===== src/hw/rtl/ctps_pkg.sv =====
`timescale 1ns / 1ps
`default_nettype none

package ctps_pkg;

  localparam int unsigned MaxVertices = 1024;

  localparam int unsigned FuncW     = 2;
  localparam int unsigned CoordW    = 20;
  localparam int unsigned CoefW     = 24;
  localparam int unsigned CoefIdxW  = 4;
  localparam int unsigned NumCoef   = 12;
  localparam int unsigned IdxOutW   = 10;
  localparam int unsigned StatusW   = 2;
  localparam int unsigned VertexW   = 3 * CoordW;

  // datapath widths
  localparam int unsigned FracW     = 16;
  localparam int unsigned ProdW     = CoefW + CoordW;     // one coefficient times one coord
  localparam int unsigned AccW      = ProdW + 2;          // three products plus rounding
  localparam int unsigned DiffW     = 32;                 // transformed minus query coord
  localparam int unsigned SqW       = 2 * DiffW;          // squared distance

  localparam int RoundQ16 = 32768;

  localparam logic [FuncW-1:0] FuncClear  = 2'd0;
  localparam logic [FuncW-1:0] FuncAppend = 2'd1;
  localparam logic [FuncW-1:0] FuncCoef   = 2'd2;
  localparam logic [FuncW-1:0] FuncQuery  = 2'd3;

  localparam logic [StatusW-1:0] StatusOk    = 2'd0;
  localparam logic [StatusW-1:0] StatusFull  = 2'd1;
  localparam logic [StatusW-1:0] StatusEmpty = 2'd2;

  localparam logic signed [CoefW-1:0] OneQ16 = 24'sh010000;

  typedef logic signed [CoordW-1:0] coord_t;
  typedef coord_t [2:0] vec_t;           // element 0 is x
  typedef logic signed [CoefW-1:0] coef_t;
  typedef coef_t [NumCoef-1:0] matrix_t; // row*4+col, col 3 is translation

  typedef struct packed {
    logic valid;
    logic last;
  } tag_t;

  function automatic matrix_t identity_matrix();
    matrix_t m;
    m     = '0;
    m[0]  = OneQ16;
    m[5]  = OneQ16;
    m[10] = OneQ16;
    return m;
  endfunction

endpackage

`default_nettype wire


===== src/hw/rtl/ctps_best.sv =====
`timescale 1ns / 1ps
`default_nettype none

// Running minimum over the squared distances of one query.
module ctps_best #(
  parameter int unsigned IDX_W = 10
) (
  input  wire logic                     clk_i,
  input  wire logic                     rst_ni,
  input  wire logic                     start_i,
  input  wire ctps_pkg::tag_t           tag_i,
  input  wire logic [IDX_W-1:0]         idx_i,
  input  wire logic [ctps_pkg::SqW-1:0] dist_i,
  output logic                          done_o,
  output logic [IDX_W-1:0]              best_idx_o
);

  logic                     have_q, have_d;
  logic                     done_q, done_d;
  logic [ctps_pkg::SqW-1:0] best_q, best_d;
  logic [IDX_W-1:0]         idx_q, idx_d;
  logic                     take;

  // strict compare keeps the lower index on a tie
  assign take = tag_i.valid && (!have_q || (dist_i < best_q));

  always_comb begin
    have_d = have_q;
    best_d = best_q;
    idx_d  = idx_q;
    done_d = tag_i.valid && tag_i.last;
    priority if (start_i) begin
      have_d = 1'b0;
    end else if (tag_i.valid) begin
      have_d = 1'b1;
    end else begin
      have_d = have_q;
    end
    if (take) begin
      best_d = dist_i;
      idx_d  = idx_i;
    end
  end

  always_ff @(posedge clk_i or negedge rst_ni) begin
    if (!rst_ni) begin
      have_q <= 1'b0;
      done_q <= 1'b0;
    end else begin
      have_q <= have_d;
      done_q <= done_d;
    end
  end

  always_ff @(posedge clk_i) begin
    best_q <= best_d;
    idx_q  <= idx_d;
  end

  assign done_o     = done_q;
  assign best_idx_o = idx_q;

endmodule

`default_nettype wire


===== config.mk =====
export PLATFORM = sky130hd
export DESIGN_NAME = ctps_best
export DESIGN_NICKNAME = d
export VERILOG_FILES = /design/src/hw/rtl/ctps_pkg.sv /design/src/hw/rtl/ctps_best.sv
export SDC_FILE = /design/constraint.sdc
export NUM_CORES = 1
export LEC_CHECK = 0
export BUFFER_PORTS_ARGS = -buffer_cell sky130_fd_sc_hd__buf_2
export CAP_MARGIN = 30
export CORE_ASPECT_RATIO = 1.4
export CORE_UTILIZATION = 49
export DETAILED_ROUTE_END_ITERATION = 16
export PLACE_DENSITY = 0.86
export SKIP_LAST_GASP = 1
export SYNTH_ARGS = -nofsm -noshare
export SYNTH_HDL_FRONTEND = slang
export SYNTH_SLANG_ARGS = --single-unit

===== constraint.sdc =====
create_clock -name clk_i -period 4.2 [get_ports clk_i]
set_input_delay 1.26 -clock clk_i [delete_from_list [all_inputs] [get_ports clk_i]]
set_output_delay 1.26 -clock clk_i [all_outputs]
set_load 0.05 [all_outputs]

==> results.py, run 1 <==
metrics = {
    "route": {
        "drt_iter0_drc": 108,
        "drt_wl_total_um": 6580,
        "wl_per_cell_um": 12.9,
        "firstDrtPassIters": 4,
        "num_vias": 2523,
        "via_per_inst": 4.96,
        "drt.antenna.violating_nets": 0,
        "drc_errors": 0,
    },
    "layout": {
        "area_growth_pct": 21.8,
        "final_nets": 546,
        "num-fill-cells": 608,
        "drive_above_1_share": 0.284,
        "fin_util": 0.614,
        "final_common_cell": "buf_2",
        "design_area_mm2": 0.00476,
        "antenna-diode-count": 0,
        "multi_input_area_mm2": 0.00145,
        "register_area_mm2": 0.00227,
        "most-common-layout-cells": "buf_2, edfxtp_1, inv_1",
    },
    "worst_setup_path": {
        "crit_family": "compound AO/OA/AOI/OAI gates",
        "cp.arrival_ps": 3380,
        "required_ps": 4220,
        "cp-end-kind": "flip-flop",
        "crit_buf_inv": 2,
        "critPathMaxStageDelay_ps": 450,
        "path_cells": "buf_2, ha_1, a21oi_1, o21ai_0, a22oi_1, o2111ai_1, a2111o_1, a21oi_4, buf_12",
        "worst-path-stages": 9,
        "critPathKind": "input port to flip-flop",
        "start_kind": "input port",
        "critPathSlowestCell": "a2111o_1",
        "rr_worst_depth": 9,
        "crit_path_max_fanout": 65,
    },
    "power_and_ir_drop": {
        "switching_share": 0.252,
        "p_leak_nw": 2.28,
        "comb_power_share": 0.175,
        "peakVddDrop_v": 0.000258,
        "p_seq_frac": 0.509,
        "internal_power_mw": 1.38,
        "p_sw_mw": 0.462,
        "report.power.total_mw": 1.84,
        "power_frac_clock": 0.316,
        "p_per_area_mw_per_mm2": 386,
    },
    "global_routing": {
        "grt_pass1_vias": 2630,
        "top_usage_layer": "met2",
        "grtUsageMet2": 0.308,
        "grt.overflow.total": 0,
        "grt_max_degree": 66,
        "grt_pass1_wl_um": 11100,
        "grt_use_met1": 0.195,
        "use_met3": 0.0398,
        "antenna_found_initial": 0,
        "grt.total_usage": 0.175,
    },
    "cts": {
        "post_cts_resize_count": 0,
        "cts_inserted_buffers": 9,
        "post_cts_buffers": 0,
        "path_clk_slew_ps": 70,
        "cts_tree": "done",
        "cts_hold_buf": 0,
        "cts_buffer_depth": 2,
        "h-tree-depth": 3,
        "root_buffer": "clkbuf_8",
        "clkSinkCount": 76,
        "insertion_delay_ps": 350,
    },
    "die": {
        "dieArea_mm2": 0.00835,
        "row_count": 38,
        "core_mm2": 0.00775,
        "die_y_um": 108,
        "io_pins": 90,
        "start_util": 0.505,
        "dieWidth_um": 77.5,
    },
    "sta": {
        "fin_skew_ps": 11.8,
        "setup_violations": 0,
        "rsz0062_at_grt": "no",
        "post-route-period-util": 0.799,
        "finalHoldViolations": 0,
        "final_max_slew_viol_count": 0,
        "slew_headroom": 0.751,
        "hold_slack_ps": 491,
        "fmax_mhz": 298,
        "period_needed_ps": 3360,
        "worst_pin_slew_ps": 369,
    },
    "logic_synthesis": {
        "yosysTopAreaCell": "edfxtp_1",
        "synth-seq-cells": 76,
        "syn_area_mm2": 0.00391,
        "synth.area.top_cells": "edfxtp_1, ha_1, inv_1",
        "yosys.cell_types.count": 35,
        "netlist_instances": 302,
        "seq_area_frac_synth": 0.581,
        "synth_fp_nets": 444,
        "synth_area_per_cell_um2": 13.0,
        "yosys_warnings": 0,
        "synth_top_area_frac": 0.568,
    },
    "min_path": {
        "min_path_type": "flip-flop to flip-flop",
        "whs_path_depth": 2,
    },
    "run_status": {
        "status": "completed",
    },
    "placed_design": {
        "globalplace.congestion": 0.787,
        "placed_area_mm2": 0.00456,
        "hpwl_um": 5120,
        "port_buffers": 89,
    },
    "flow_run": {
        "maxCapViolCount": 0,
    },
}
==> synth_stat cells <==
master	count
a2111o_1	1
a2111oi_4	1
a211oi_1	1
a21o_1	7
a21o_2	1
a21oi_1	21
a21oi_2	1
a221o_1	1
a221oi_1	1
a22oi_1	1
a31oi_1	1
and2_1	2
and2b_2	1
and3_2	1
and4_1	1
and4b_2	1
dfrtp_1	2
edfxtp_1	74
ha_1	63
inv_1	64
nand2_1	13
nand2b_4	1
nand3_1	3
nand4_1	10
nor2_1	9
nor2b_1	4
nor3_2	1
nor4_1	2
o2111ai_1	1
o21a_1	1
o21ai_0	5
o21ai_1	2
o21bai_1	1
o311ai_0	2
or4b_1	1
==> logic make-up (layout without fill, tap and decap cells) <==
| kind of cell | count (synthesis) | in the layout | synth area share |
|---|---|---|---|
| DFF | 76 | 76 | 0.581 |
| buffers and inverters | 64 | 171 | 0.0614 |
| adders and majority gates | 63 | 63 | 0.202 |
| and+or+nand+nor | 50 | 50 | 0.0717 |
| AOI/OAI and AO/OA | 49 | 49 | 0.0845 |
==> flip-flops by register name (all words and copies together), names as in the netlist <==
register	count
best_q	64
best_idx_o	10
done_o	1
have_q	1
==> per-layer routing <==
metal  part of all wire  up-vias
li1                   -     1293
met1               0.42     1165
met2               0.52       55
met3              0.037       10
met4              0.021        0
met5                  0        -
==> tightest hold or removal path, delay by kind of cell, from the launching register on <==
| kind | cells | cell delay [ps] |
|---|---|---|
| flops | 1 | 340 |
| simple gates | 2 | 120 |
==> through the flow <==
stage | std cells | setup WS [ps] | TNS, ps
after floorplan | 302 | -34.5 | -2550
after global placement | 493 | 561 | 0
after detailed placement | 493 | 493 | 0
after CTS | 509 | 840 | 0
after global routing | 509 | 759 | 0
final | 509 | 844 | 0
==> worst paths after layout <==
path | startpoint | endpoint | slack [ps]
min | have_q$_DFFE_PN0P_ | have_q$_DFFE_PN0P_ | 490
max | dist_i[7] | best_q[18]$_DFFE_PP_ | 840
min reg2reg | have_q$_DFFE_PN0P_ | have_q$_DFFE_PN0P_ | 490
max in group asynchronous | rst_ni | done_o$_DFF_PN0_ | 3430
min in group asynchronous | rst_ni | have_q$_DFFE_PN0P_ | 680
max reg2reg | best_q[27]$_DFFE_PP_ | best_q[18]$_DFFE_PP_ | 1430
==> power by group through the flow <==
stage	Sequential, mW	Combinational [mW]	Clock (mW)
2_1_floorplan	0.986	0.178	0
3_3_place_gp	0.951	0.309	0
3_5_place_dp	0.954	0.324	0
4_1_cts	0.937	0.328	0.599
5_1_grt	0.942	0.370	0.623
6_report	0.936	0.322	0.580
==> cell type report <==
type / count / area share
Sequential cell: 76 / 0.477
Tap cell: 100 / 0.0263
Timing Repair Buffer: 91 / 0.0993
Clock buffer: 9 / 0.0260
Inverter: 64 / 0.0504
Clock inverter: 7 / 0.0171
Multi-Input combinational cell: 162 / 0.304
Note: power is estimated with default switching activity, not from simulation.
==> run 2: changes to the inputs <==
--- a/config.mk
+++ b/config.mk
@@ -8,9 +8,9 @@
 export BUFFER_PORTS_ARGS = -buffer_cell sky130_fd_sc_hd__buf_2
 export CAP_MARGIN = 30
 export CORE_ASPECT_RATIO = 1.4
-export CORE_UTILIZATION = 49
+export CORE_UTILIZATION = 50
 export DETAILED_ROUTE_END_ITERATION = 16
-export PLACE_DENSITY = 0.86
+export PLACE_DENSITY = 0.85
 export SKIP_LAST_GASP = 1
 export SYNTH_ARGS = -nofsm -noshare
 export SYNTH_HDL_FRONTEND = slang
==> constraint.sdc (replaced) <==
create_clock -name clk_i -period 3.22 [get_ports clk_i]
set_input_delay 0.966 -clock clk_i [delete_from_list [all_inputs] [get_ports clk_i]]
set_output_delay 0.966 -clock clk_i [all_outputs]
set_load 0.05 [all_outputs]
==> results.py, run 2 (same netlist as run 1, synthesis figures left out) <==
metrics = {
    "run_status": {
        "status": "completed",
    },
    "worst_setup_path": {
        "cp.arrival_ps": 3030,
        "crit_path_max_fanout": 27,
        "required_ps": 3270,
        "critPathSlowestCell": "a2111o_1",
        "start_kind": "input port",
        "crit_family": "compound AO/OA/AOI/OAI gates",
        "path_cells": "buf_2, ha_1, a21oi_1, o21ai_0, a22oi_1, o2111ai_1, a2111o_1, a21oi_4, buf_12",
        "critPathKind": "input port to flip-flop",
        "crit_buf_inv": 2,
        "cp-end-kind": "flip-flop",
        "critPathMaxStageDelay_ps": 440,
    },
    "route": {
        "drt_wl_total_um": 7050,
        "drt.antenna.violating_nets": 0,
        "via_per_inst": 5.04,
        "num_vias": 2561,
        "drc_errors": 0,
        "firstDrtPassIters": 4,
        "drt_iter0_drc": 63,
        "wl_per_cell_um": 13.9,
    },
    "layout": {
        "multi_input_area_mm2": 0.00145,
        "design_area_mm2": 0.00478,
        "top_register": "best_q",
        "most-common-layout-cells": "buf_2, edfxtp_1, inv_1",
        "largest_reg_flops": 64,
        "drive_above_1_share": 0.294,
        "register_area_mm2": 0.00227,
        "final_nets": 548,
        "num-fill-cells": 566,
        "final_common_cell": "buf_2",
        "area_growth_pct": 22.3,
        "antenna-diode-count": 0,
    },
    "global_routing": {
        "grt_pass1_wl_um": 12000,
        "antenna_found_initial": 0,
        "grt.overflow.total": 0,
        "grt_max_degree": 28,
        "grt.total_usage": 0.195,
        "grt_pass1_vias": 2784,
    },
    "cts": {
        "cts_hold_buf": 0,
        "path_clk_slew_ps": 80,
        "cts_inserted_buffers": 9,
        "clkSinkCount": 76,
        "post_cts_resize_count": 0,
        "cts_tree": "done",
        "post_cts_buffers": 0,
        "cts_buffer_depth": 2,
        "root_buffer": "clkbuf_8",
        "insertion_delay_ps": 350,
        "h-tree-depth": 3,
    },
    "sta": {
        "setup_violations": 0,
        "setup_ws_ps": 240,
        "worst_pin_slew_ps": 431,
        "fin_skew_ps": 6.17,
        "post-route-period-util": 0.925,
        "final_max_slew_viol_count": 0,
        "fmax_mhz": 336,
        "slew_headroom": 0.710,
        "period_needed_ps": 2980,
        "finalHoldViolations": 0,
        "rsz0062_at_grt": "no",
    },
    "die": {
        "row_count": 37,
        "io_pins": 90,
        "die_y_um": 107,
        "dieWidth_um": 76.8,
        "core_mm2": 0.00745,
        "dieArea_mm2": 0.00819,
        "start_util": 0.525,
    },
    "placed_design": {
        "preCtsSetupSlack_ps": -138,
        "placed_area_mm2": 0.00459,
        "port_buffers": 89,
        "hpwl_um": 5540,
        "globalplace.congestion": 0.797,
    },
    "power_and_ir_drop": {
        "report.power.total_mw": 2.37,
        "p_leak_nw": 2.28,
        "peakVddDrop_v": 0.000389,
        "p_per_area_mw_per_mm2": 495,
    },
    "min_path": {
        "min_path_type": "input port to async pin",
    },
    "flow_run": {
        "maxCapViolCount": 0,
    },
}
-- run 2: path summary, 6_finish.rpt --
check | start | to | depth (start not counted) | slack, ps
setup / recovery | dist_i[7] | best_q[45]$_DFFE_PP_ | 9 | 240
hold / removal | rst_ni | done_o$_DFF_PN0_ | 1 | 390
setup reg to reg | best_q[27]$_DFFE_PP_ | best_q[45]$_DFFE_PP_ | 9 | 580
hold reg to reg | have_q$_DFFE_PN0P_ | have_q$_DFFE_PN0P_ | 2 | 530
max in group asynchronous | rst_ni | have_q$_DFFE_PN0P_ | 1 | 2740
min in group clk_i | have_q$_DFFE_PN0P_ | have_q$_DFFE_PN0P_ | 2 | 530
-- run 2: layout make-up --
type / count / area share
Inverter: 64 / 0.0502
Timing Repair Buffer: 93 / 0.107
Sequential cell: 76 / 0.475
Tap cell: 97 / 0.0254
Multi-Input combinational cell: 162 / 0.302
Clock buffer: 9 / 0.0259
Clock inverter: 7 / 0.0141
-- run 2: stage by stage --
step	util	hold WS (ps)	cells	setup TNS [ps]
floorplan	-	457	302	-53320
global placement	0.616	475	492	-1760
finish	0.642	387	508	0
CTS	0.642	368	508	0
detailed placement	0.616	530	492	-9270
global route	0.642	371	508	0
-- run 2: report_power, final --
group          leakage (nW)  switching (mW)  internal, mW
Sequential            0.753          0.0225          1.20
Clock                0.0910           0.356         0.353
Combinational          1.44           0.257         0.182
-- run 2: routing by layer --
layer	routed length (um)	vias to the layer above	track usage
li1	-	1297	-
met1	2950	1184	0.211
met2	3550	65	0.341
met3	358	15	0.0562
met4	190	0	0.107
met5	0	-	0
-- run 2: worst reg2reg max path, stage by stage (launching register included) --
cell and delay (ps):
edfxtp_1 360, inv_1 100, ha_4 210, and2_4 150, a221o_1 310, a21oi_1 120, o311ai_1 100, a2111o_1 440
a21oi_4 290, buf_12 230
