<file path="config.mk">
export PLATFORM = sky130hd
export DESIGN_NAME = ctps_ram
export DESIGN_NICKNAME = d
export VERILOG_FILES = /design/src/hw/rtl/ctps_ram.sv
export SDC_FILE = /design/constraint.sdc
export NUM_CORES = 1
export LEC_CHECK = 0
export BUFFER_PORTS_ARGS = -buffer_cell sky130_fd_sc_hd__buf_2
export CAP_MARGIN = 10
export CORE_MARGIN = 8
export CORE_UTILIZATION = 45
export CTS_BUF_LIST = sky130_fd_sc_hd__clkbuf_2
export DETAILED_ROUTE_END_ITERATION = 16
export SYNTH_ARGS = -nofsm -noshare
export SYNTH_HDL_FRONTEND = slang
export SYNTH_SLANG_ARGS = --single-unit
</file>
<file path="constraint.sdc">
create_clock -name clk_i -period 1.9 [get_ports clk_i]
set_input_delay 0.095 -clock clk_i [delete_from_list [all_inputs] [get_ports clk_i]]
set_output_delay 0.095 -clock clk_i [all_outputs]
set_load 0.01 [all_outputs]
</file>
<file path="src/hw/rtl/ctps_ram.sv">
`timescale 1ns / 1ps
`default_nettype none

module ctps_ram #(
  parameter int unsigned WIDTH = 8,
  parameter int unsigned DEPTH = 16,
  localparam int unsigned AddrW = (DEPTH > 1) ? $clog2(DEPTH) : 1
) (
  input  wire logic             clk_i,
  input  wire logic             we_i,
  input  wire logic [AddrW-1:0] waddr_i,
  input  wire logic [WIDTH-1:0] wdata_i,
  input  wire logic [AddrW-1:0] raddr_i,
  output logic      [WIDTH-1:0] rdata_o
);

  logic [WIDTH-1:0] mem [DEPTH];

  always_ff @(posedge clk_i) begin
    if (we_i) begin
      mem[waddr_i] <= wdata_i;
    end
    rdata_o <= mem[raddr_i];
  end

endmodule

`default_nettype wire

</file>
==> results of run 1 <==
-- critical path, delay by kind of cell --
kind | cells | cell delay [ns]
buf+inv | 4 | 1.45
simple gates | 1 | 0.19
-- logic make-up after synthesis --
| logic type | Yosys count | share of synthesized area, % |
|---|---|---|
| AOI/OAI and AO/OA | 16 | 2.33 |
| buffers and inverters | 10 | 1.68 |
| muxes | 32 | 15.0 |
| DFF | 136 | 77.8 |
| and+or+nand+nor | 35 | 3.18 |
-- power groups by stage --
| stage | Sequential (mW) | Combinational [mW] | Clock (mW) |
|---|---|---|---|
| after floorplan | 3.44 | 0.170 | 0 |
| after global placement | 3.44 | 0.324 | 0 |
| after detailed placement | 3.44 | 0.328 | 0 |
| after CTS | 3.37 | 0.350 | 1.72 |
| after global routing | 3.38 | 0.372 | 1.84 |
| final | 3.37 | 0.340 | 1.67 |
-- through the flow --
stage	cells	total power, mW	cell area (um2)
after CTS	456	5.44	5950
after global placement	410	3.76	5580
after floorplan	229	3.61	5150
final	457	5.38	5950
after detailed placement	410	3.77	5580
after global routing	457	5.59	5950
-- cell usage in the layout (no fill, tap or decap), drive strengths merged --
cell	n
and2	1
clkinvlp	1
clkbuf	21
and2b	1
nand3b	2
a22oi	16
diode	1
or3b	1
clkinv	7
nor2b	1
mux4	32
nand3	1
nor2	13
bufinv	3
nand2b	2
dfxtp	8
buf	48
nand2	9
dlygate4sd3	14
nor3	4
edfxtp	128
-- sequential cells by signal, indices dropped and copies added (netlist names) --
signal,cells
mem,128
rdata_o,8
-- routing by layer --
metal	routed length, um	up-vias	GRT usage, %
met4	78	0	4.80
li1	-	1112	-
met3	473	4	4.52
met5	0	-	0
met1	4100	1258	16.6
met2	5020	57	23.9
-- worst paths after layout --
path,startpoint,endpoint,slack [ns]
worst max-delay path,waddr_i[1],mem[0][7]$_DFFE_PP_,0.52
worst min-delay path,raddr_i[1],rdata_o[3]$_DFF_P_,0.07
worst max register to register,mem[1][1]$_DFFE_PP_,rdata_o[1]$_DFF_P_,0.54
worst min register to register,mem[9][3]$_DFFE_PP_,rdata_o[3]$_DFF_P_,0.69
-- cell type report --
type,instances,share of cell area (%)
diodes,1,0.0420
repair buffers,62,7.99
clock buffers,21,1.77
clock inverters,11,2.19
well taps,143,3.01
flip-flops and latches,136,67.3
multi-input cells,83,17.8
-- Yosys cell counts (2+ instances only) --
master	n
a22oi_1	16
buf_2	3
buf_6	3
clkdlybuf4s25_2	3
dfxtp_1	8
edfxtp_1	128
mux4_1	14
mux4_2	18
nand2_1	9
nand2b_1	2
nand3b_1	2
nor2_1	13
nor3_1	4
-- what timing repair did --
action | in CTS | in global routing
endpoints found under the setup margin | 0 | 0
hold buffers | 14 | 0
hold endpoints to repair | 164 | 0
setup buffers | 0 | 0
==> flow_summary_export.csv, run 1 <==
group,metric,value,unit
status,status,"finished, final reports clean",
synthesis,netlist_top_cells_area,"edfxtp_1 75%, mux4_2 7.9%, mux4_1 7.1%",
global_route,grt_pass1_vias,2685,
pwr,switching_share,21.1,%
clock_tree,h-tree-depth,4,
clock_tree,cts_tree,"built",
layout,final_nets,318,
clock_tree,clockBufferDepth,2,
synthesis,async_flop_share,0,%
worst_setup_path,max_stage_delay,0.57,ns
timing,setup_slack,0.520,ns
min_path,hold_class,"in2reg",
worst_setup_path,worstPathMaxFanout,8,
layout,drive_gt1_share,31.0,%
layout,fillers,885,
synthesis,ys_types,19,
global_route,grt_max_degree,20,
global_route,grt_first_pass_wirelength,14800,um
layout,seqCellArea,0.00400,mm2
layout,fin_util,52.8,%
detailed_routing,ant_nets,0,
detailed_routing,drc,0,
detailed_routing,viasPerCell,5.32,
timing,fin_crit,1.38,ns
floorplanning,initial_core_util,45.7,%
clock_tree,cts-root-buf,"clkbuf_2",
global_route,grt_overflow,0,
synthesis,ys_ff_latch,136,
layout,multi_input_area,0.00106,mm2
clock_tree,numClockSinks,136,
global_route,grtUsageTotal,14.1,%
detailed_routing,drtIter0Drc,159,
pwr,combPwrFrac,6.3,%
pwr,p_per_area,903,mW/mm2
synthesis,syn_area,0.00515,mm2
worst_setup_path,crit_slowest_cell,"dlygate4sd3_1",
timing,rsz0062_at_grt,"no",
synthesis,synth_cells,229,
synthesis,synth_nets,247,
timing,setup_tns,0,ns
global_route,antenna_found_initial,1,
timing,finalSetupViolations,0,
detailed_routing,dr.pass1.iters,4,
detailed_routing,wl,9670,um
floorplanning,std_cell_rows,39,
placement,gp_congestion,0.670,
synthesis,synth_top_area_cell,"edfxtp_1",
pwr,p_int,4.24,mW
pwr,p_leak,2.04,nW
layout,syn_to_final_growth,15.7,%
worst_setup_path,end_kind,"flip-flop",
pwr,p_seq_share,62.7,%
synthesis,seq_area_frac_synth,77.8,%
detailed_routing,vias,2431,
pwr,p_sw,1.13,mW
synthesis,synthFlopType,"edfxtp_1",
timing,whs,0.0679,ns
floorplanning,pin_count,26,
timing,slew_viol_final,0,
pwr,ir_drop,416,uV
timing,max_freq,0.725,GHz
pwr,p_clk_share,31.0,%
timing,clock_skew,0.0233,ns
worst_setup_path,cp_data_required_time,2.26,ns
worst_setup_path,path_class,"in2reg",
detailed_routing,wl_per_cell,21.2,um
worst_setup_path,critPathArrivalTime,1.74,ns
worst_setup_path,reg2reg_depth,3,
synthesis,synth_top_area_share,74.7,%
clock_tree,cts_made_buffers,17,
floorplanning,die_h,123,um
worst_setup_path,path_cells,"dlygate4sd3_1 -> buf_2 -> nor3_1 -> dlygate4sd3_1 -> buf_4",
timing,fin_crit_sh,72.6,%
clock_tree,cts_resized,0,
timing,worst_slew_pin_slew,0.431,ns
min_path,hold_depth,4,
clock_tree,clk_pin_slew,0.18,ns
placement,numPortBuffers,25,
placement,pre_cts_ws,0.372,ns
timing,max_slew_margin,71.3,%
floorplanning,core,0.0113,mm2
worst_setup_path,startpoint_type,"primary input",
synthesis,syn_avg_cell_area,22.5,um2
synthesis,yosys_warnings,0,
clock_tree,clk_latency,0.64,ns
floorplanning,dieWidth,123,um
floorplanning,fp.dieArea,0.0151,mm2
timing,hold_viol_final,0,
synthesis,synth-edff-count,128,
worst_setup_path,crit_top_cell,"dlygate4sd3_1",
placement,place.detailed.hpwl,6400,um
run,max-cap-violations,0,
Power figures use the tool's default switching activity.
==> inputs of run 2 (changes only) <==
==> constraint.sdc (replaced) <==
create_clock -name clk_i -period 1.2 [get_ports clk_i]
set_input_delay 0.06 -clock clk_i [delete_from_list [all_inputs] [get_ports clk_i]]
set_output_delay 0.06 -clock clk_i [all_outputs]
set_load 0.01 [all_outputs]
==> run 2 against run 1 <==
Against the previous run: the run now ends with setup timing left; worst hold slack better by 0.032 ns; first-iteration DRC count increased by 110%; cell area is 2.8% higher; sequential power rose by 58%; critical path type is now reg2reg; highest routed layer unchanged.
==> flow_summary_export.csv, run 2 (same netlist as run 1, synthesis figures left out) <==
group,metric,value,unit
timing,max_freq,0.774,GHz
worst_setup_path,path_class,"reg2reg",
detailed_routing,ant_nets,0,
global_route,grt_max_degree,23,
detailed_routing,drc,0,
detailed_routing,vias,2454,
global_route,grt_pass1_vias,2586,
floorplanning,die_h,123,um
layout,syn_to_final_growth,18.9,%
global_route,grt_overflow,0,
layout,final_nets,327,
clock_tree,clockBufferDepth,2,
clock_tree,numClockSinks,136,
min_path,worstHoldStart,"raddr_i[0]",
worst_setup_path,end_kind,"flip-flop",
clock_tree,cts-root-buf,"clkbuf_2",
placement,pre_cts_ws,-0.291,ns
worst_setup_path,r2r_start,"mem[11][4]$_DFFE_PP_",
placement,place.detailed.hpwl,6620,um
timing,slew_viol_final,0,
timing,hold_viol_final,0,
layout,seqCellArea,0.00401,mm2
layout,drive_gt1_share,40.7,%
detailed_routing,wl_per_cell,21.5,um
timing,setup_tns,-0.476,ns
min_path,hold_end,"rdata_o[5]$_DFF_P_",
global_route,grtUsageTotal,14.6,%
min_path,hold_depth,5,
run,max-cap-violations,0,
layout,largest_register_ffs,128,
timing,rsz0062_at_grt,"yes",
worst_setup_path,startpoint_type,"flip-flop",
floorplanning,dieWidth,123,um
worst_setup_path,rr_endpoint,"rdata_o[4]$_DFF_P_",
clock_tree,h-tree-depth,4,
min_path,hold_class,"in2reg",
floorplanning,core,0.0113,mm2
floorplanning,initial_core_util,45.7,%
layout,multi_input_area,0.00108,mm2
status,violations,"setup timing",
timing,finalSetupViolations,13,
clock_tree,cts_made_buffers,17,
layout,final_cell_count_no_fill,465,
detailed_routing,drtIter0Drc,338,
layout,antenna_cells,0,
timing,fin_crit_sh,108,%
clock_tree,clk_pin_slew,0.20,ns
layout,largest_register,"mem",
clock_tree,clk_latency,0.69,ns
floorplanning,fp.dieArea,0.0151,mm2
detailed_routing,wl,9990,um
layout,final_cell_mix,"128 x edfxtp_1, 28 x mux4_2, 27 x buf_4",
timing,worst_slew_pin_slew,0.906,ns
pwr,p_leak,2.07,nW
worst_setup_path,worstPathMaxFanout,1,
layout,fin_util,54.3,%
worst_setup_path,cp_data_required_time,1.77,ns
timing,clock_skew,0.0330,ns
timing,max_slew_margin,39.5,%
detailed_routing,viasPerCell,5.28,
pwr,ir_drop,569,uV
placement,gp_congestion,0.775,
placement,numPortBuffers,25,
worst_setup_path,critPathArrivalTime,1.86,ns
layout,fillers,896,
layout,final_common_cell,"edfxtp_1",
worst_setup_path,regToRegSetupSlack,-0.09,ns
global_route,grt_first_pass_wirelength,15700,um
timing,fin_crit,1.29,ns
status,status,"complete, but fails checks",
worst_setup_path,reg2reg_depth,3,
clock_tree,cts_tree,"built",
global_route,antenna_found_initial,0,
timing,setup_slack,-0.0918,ns
layout,reg_top3,"mem: 128 flops, rdata_o: 8 flops",
placement,dp_cells,418,
floorplanning,std_cell_rows,39,
detailed_routing,dr.pass1.iters,4,
pwr,p_per_area,1450,mW/mm2
floorplanning,pin_count,26,
-- run 2: changes by cell type in the layout (fill, tap and decap cells not counted), moves of 5 or more --
cell,previous run,this run
mux4_1,14,4
a22oi_2,0,10
dfxtp_2,0,5
buf_4,20,27
a22oi_1,16,6
buf_6,0,5
mux4_2,18,28
buf_2,25,20
dfxtp_1,8,3
-- run 2: cell type report --
| cell class | count | area share (%) |
|---|---|---|
| clock buffers | 20 | 1.64 |
| clock inverters | 12 | 2.58 |
| multi-input cells | 83 | 17.7 |
| well taps | 143 | 2.92 |
| repair buffers | 71 | 9.63 |
| flip-flops and latches | 136 | 65.5 |
-- run 2: worst max path at each step --
stage	startpoint	slack, ns	cells past startpoint	end
after floorplan	waddr_i[2]	-0.13	2	mem[3][0]$_DFFE_PP_
after global placement	raddr_i[0]	-0.31	5	rdata_o[1]$_DFF_P_
after detailed placement	raddr_i[0]	-0.29	5	rdata_o[1]$_DFF_P_
after CTS	rdata_o[5]$_DFF_P_	-0.08	1	rdata_o[5]
after global routing	mem[11][2]$_DFFE_PP_	-0.15	3	rdata_o[2]$_DFF_P_
final	mem[11][4]$_DFFE_PP_	-0.09	3	rdata_o[4]$_DFF_P_
-- run 2: per-layer routing --
layer  track usage, %  wire, um  part of all wire [%]  vias up
li1                 -         -                     -     1125
met1             19.9      4480                    45     1239
met2             21.4      4690                    47       76
met3             4.02       640                   6.4       14
met4             6.93       167                   1.7        0
met5                0         0                     0        -
-- run 2: power by group --
part           internal (mW)  total (mW)  switching (mW)  leakage [nW]
clock                   1.36        2.88            1.53         0.158
combinational          0.309       0.624           0.315         0.688
sequential              5.31        5.34          0.0374          1.22
total                   6.97        8.85            1.88          2.07
-- run 2: worst max-delay path: stages, from the launching register on --
cell      delay [ns]
edfxtp_1        0.41
mux4_2          0.48
a22oi_2         0.22
nand2_1         0.07
-- run 2: through the flow --
step | total power [mW] | hold WS, ns | cell area, um2
2_1_floorplan | 5.72 | 0.159 | 5170
3_3_place_gp | 5.97 | 0.451 | 5660
3_5_place_dp | 5.99 | 0.459 | 5660
4_1_cts | 8.93 | 0.0526 | 6120
5_1_grt | 9.16 | 0.0662 | 6120
6_report | 8.85 | 0.100 | 6120
-- run 2: what timing repair did --
item | 4_1_cts | 5_1_grt
pin swaps | 9 | 0
setup endpoints to repair | 16 | 16
resized for setup | 29 | 1
setup buffers | 0 | 0
hold buffers | 15 | 0
endpoints found under the hold margin | 187 | 0
==> inputs of run 3 (changes only) <==
--- a/config.mk
+++ b/config.mk
@@ -7,10 +7,12 @@
 export LEC_CHECK = 0
 export BUFFER_PORTS_ARGS = -buffer_cell sky130_fd_sc_hd__buf_2
 export CAP_MARGIN = 10
+export CORE_ASPECT_RATIO = 1.2
 export CORE_MARGIN = 8
 export CORE_UTILIZATION = 45
 export CTS_BUF_LIST = sky130_fd_sc_hd__clkbuf_2
 export DETAILED_ROUTE_END_ITERATION = 16
+export GPL_ROUTABILITY_DRIVEN = 0
 export SYNTH_ARGS = -nofsm -noshare
 export SYNTH_HDL_FRONTEND = slang
 export SYNTH_SLANG_ARGS = --single-unit
==> run 3 against run 2 <==
Against the previous run: the run still ends with setup timing left; utilization down 0.70 points; global-route usage down 0.84 points; via count about the same; critical path type unchanged.
==> flow_summary_export.csv, run 3 (same netlist as run 1, synthesis figures left out) <==
group,metric,value,unit
layout,reg_top3,"mem: 128 flops, rdata_o: 8 flops",
worst_setup_path,worstPathMaxFanout,1,
worst_setup_path,critPathArrivalTime,1.80,ns
detailed_routing,wl,9480,um
placement,dp_cells,434,
min_path,hold_end,"rdata_o[1]$_DFF_P_",
detailed_routing,ant_nets,0,
floorplanning,die_h,133,um
layout,largest_register,"mem",
worst_setup_path,end_kind,"flip-flop",
timing,slew_viol_final,0,
placement,numPortBuffers,25,
worst_setup_path,cp_data_required_time,1.76,ns
layout,final_cell_count_no_fill,482,
clock_tree,h-tree-depth,4,
run,max-cap-violations,0,
clock_tree,cts_tree,"built",
worst_setup_path,path_delay_family,"multiplexers",
layout,fin_util,53.6,%
worst_setup_path,rr_endpoint,"rdata_o[5]$_DFF_P_",
clock_tree,cts_made_buffers,17,
detailed_routing,viasPerCell,5.09,
detailed_routing,drc,0,
clock_tree,numClockSinks,136,
global_route,grt_max_degree,27,
global_route,antenna_found_initial,1,
timing,setup_tns,-0.546,ns
global_route,grt_first_pass_wirelength,15100,um
floorplanning,dieWidth,114,um
worst_setup_path,regToRegSetupSlack,-0.04,ns
layout,seqCellArea,0.00401,mm2
layout,final_common_cell,"edfxtp_1",
timing,worst_slew_pin_slew,0.957,ns
timing,rsz0062_at_grt,"yes",
global_route,grt_overflow,0,
layout,multi_input_area,0.00108,mm2
floorplanning,pin_count,26,
placement,place.detailed.hpwl,6440,um
detailed_routing,vias,2455,
floorplanning,std_cell_rows,43,
worst_setup_path,max_stage_delay,0.47,ns
detailed_routing,wl_per_cell,19.7,um
clock_tree,clk_latency,0.65,ns
worst_setup_path,critPathBufInv,0,
min_path,hold_depth,5,
pwr,p_per_area,1350,mW/mm2
global_route,grtUsageTotal,13.7,%
timing,fin_crit,1.24,ns
pwr,p_leak,2.03,nW
timing,max_slew_margin,36.0,%
pwr,ir_drop,744,uV
layout,drive_gt1_share,42.9,%
timing,finalSetupViolations,28,
clock_tree,clk_pin_slew,0.18,ns
worst_setup_path,crit_slowest_cell,"mux4_2",
worst_setup_path,r2r_start,"mem[2][5]$_DFFE_PP_",
timing,fin_crit_sh,104,%
min_path,worstHoldStart,"raddr_i[0]",
status,violations,"setup timing",
layout,final_nets,329,
layout,largest_register_ffs,128,
clock_tree,clockBufferDepth,2,
clock_tree,cts-root-buf,"clkbuf_2",
timing,hold_viol_final,0,
worst_setup_path,path_class,"reg2reg",
timing,setup_slack,-0.0443,ns
layout,final_cell_mix,"128 x edfxtp_1, 32 x mux4_2, 29 x buf_4",
timing,max_freq,0.804,GHz
global_route,grt_pass1_vias,2661,
worst_setup_path,reg2reg_depth,3,
floorplanning,initial_core_util,45.3,%
min_path,hold_class,"in2reg",
detailed_routing,dr.pass1.iters,4,
layout,fillers,908,
status,status,"complete, but fails checks",
timing,clock_skew,0.0312,ns
floorplanning,fp.dieArea,0.0151,mm2
worst_setup_path,startpoint_type,"flip-flop",
detailed_routing,drtIter0Drc,160,
timing,whs,0.108,ns
worst_setup_path,path_cells,"mux4_2 -> a22oi_2 -> nand2_1",
floorplanning,core,0.0114,mm2
layout,syn_to_final_growth,18.2,%
[run 3: stage by stage]
stage / area (um2) / setup slack [ns] / total power [mW]
finish: 6080 / -0.0443 / 8.19
detailed placement: 5700 / -0.252 / 5.98
floorplan: 5170 / -0.126 / 5.72
CTS: 6070 / -0.0635 / 8.27
global placement: 5700 / -0.256 / 5.96
global route: 6080 / -0.111 / 8.54
[run 3: how the worst max path moves through the flow]
stage	end	cells after the start	from	slack, ns
2_1_floorplan	mem[3][0]$_DFFE_PP_	2	waddr_i[2]	-0.13
3_3_place_gp	rdata_o[5]$_DFF_P_	5	raddr_i[0]	-0.26
3_5_place_dp	rdata_o[5]$_DFF_P_	5	raddr_i[0]	-0.25
4_1_cts	rdata_o[1]	1	rdata_o[1]$_DFF_P_	-0.06
5_1_grt	rdata_o[3]$_DFF_P_	3	mem[11][3]$_DFFE_PP_	-0.11
6_report	rdata_o[5]$_DFF_P_	3	mem[2][5]$_DFFE_PP_	-0.04
[run 3: layer usage]
metal	global-route usage (%)	wire (um)
met5	0	0
met4	6.01	87
met3	3.80	391
met2	22.4	4960
met1	16.7	4040
[run 3: power by group]
part / switching [mW] / internal (mW)
sequential: 0.0319 / 5.31
combinational: 0.312 / 0.320
clock: 1.51 / 0.706
[run 3: final cells by class]
cell class	count	share of cell area, %
antenna	1	0.0411
multi-input combinational	83	17.7
sequential	136	65.9
timing repair buffer	73	10.0
tap	157	3.23
clock inverter	13	1.46
clock buffer	19	1.56
[run 3: timing repair]
item                                    CTS  global route
endpoints found under the setup margin   16            16
hold buffers                             15             0
pin swaps                                17             4
setup buffers                             0             0
gates resized for setup                  34             5
hold endpoints to repair                174             0
[run 3: worst min-delay path, stage by stage]
cell and delay, ns:
buf_2 0.15, buf_12 0.18, mux4_2 0.24, a22oi_2 0.05, nand2_1 0.06
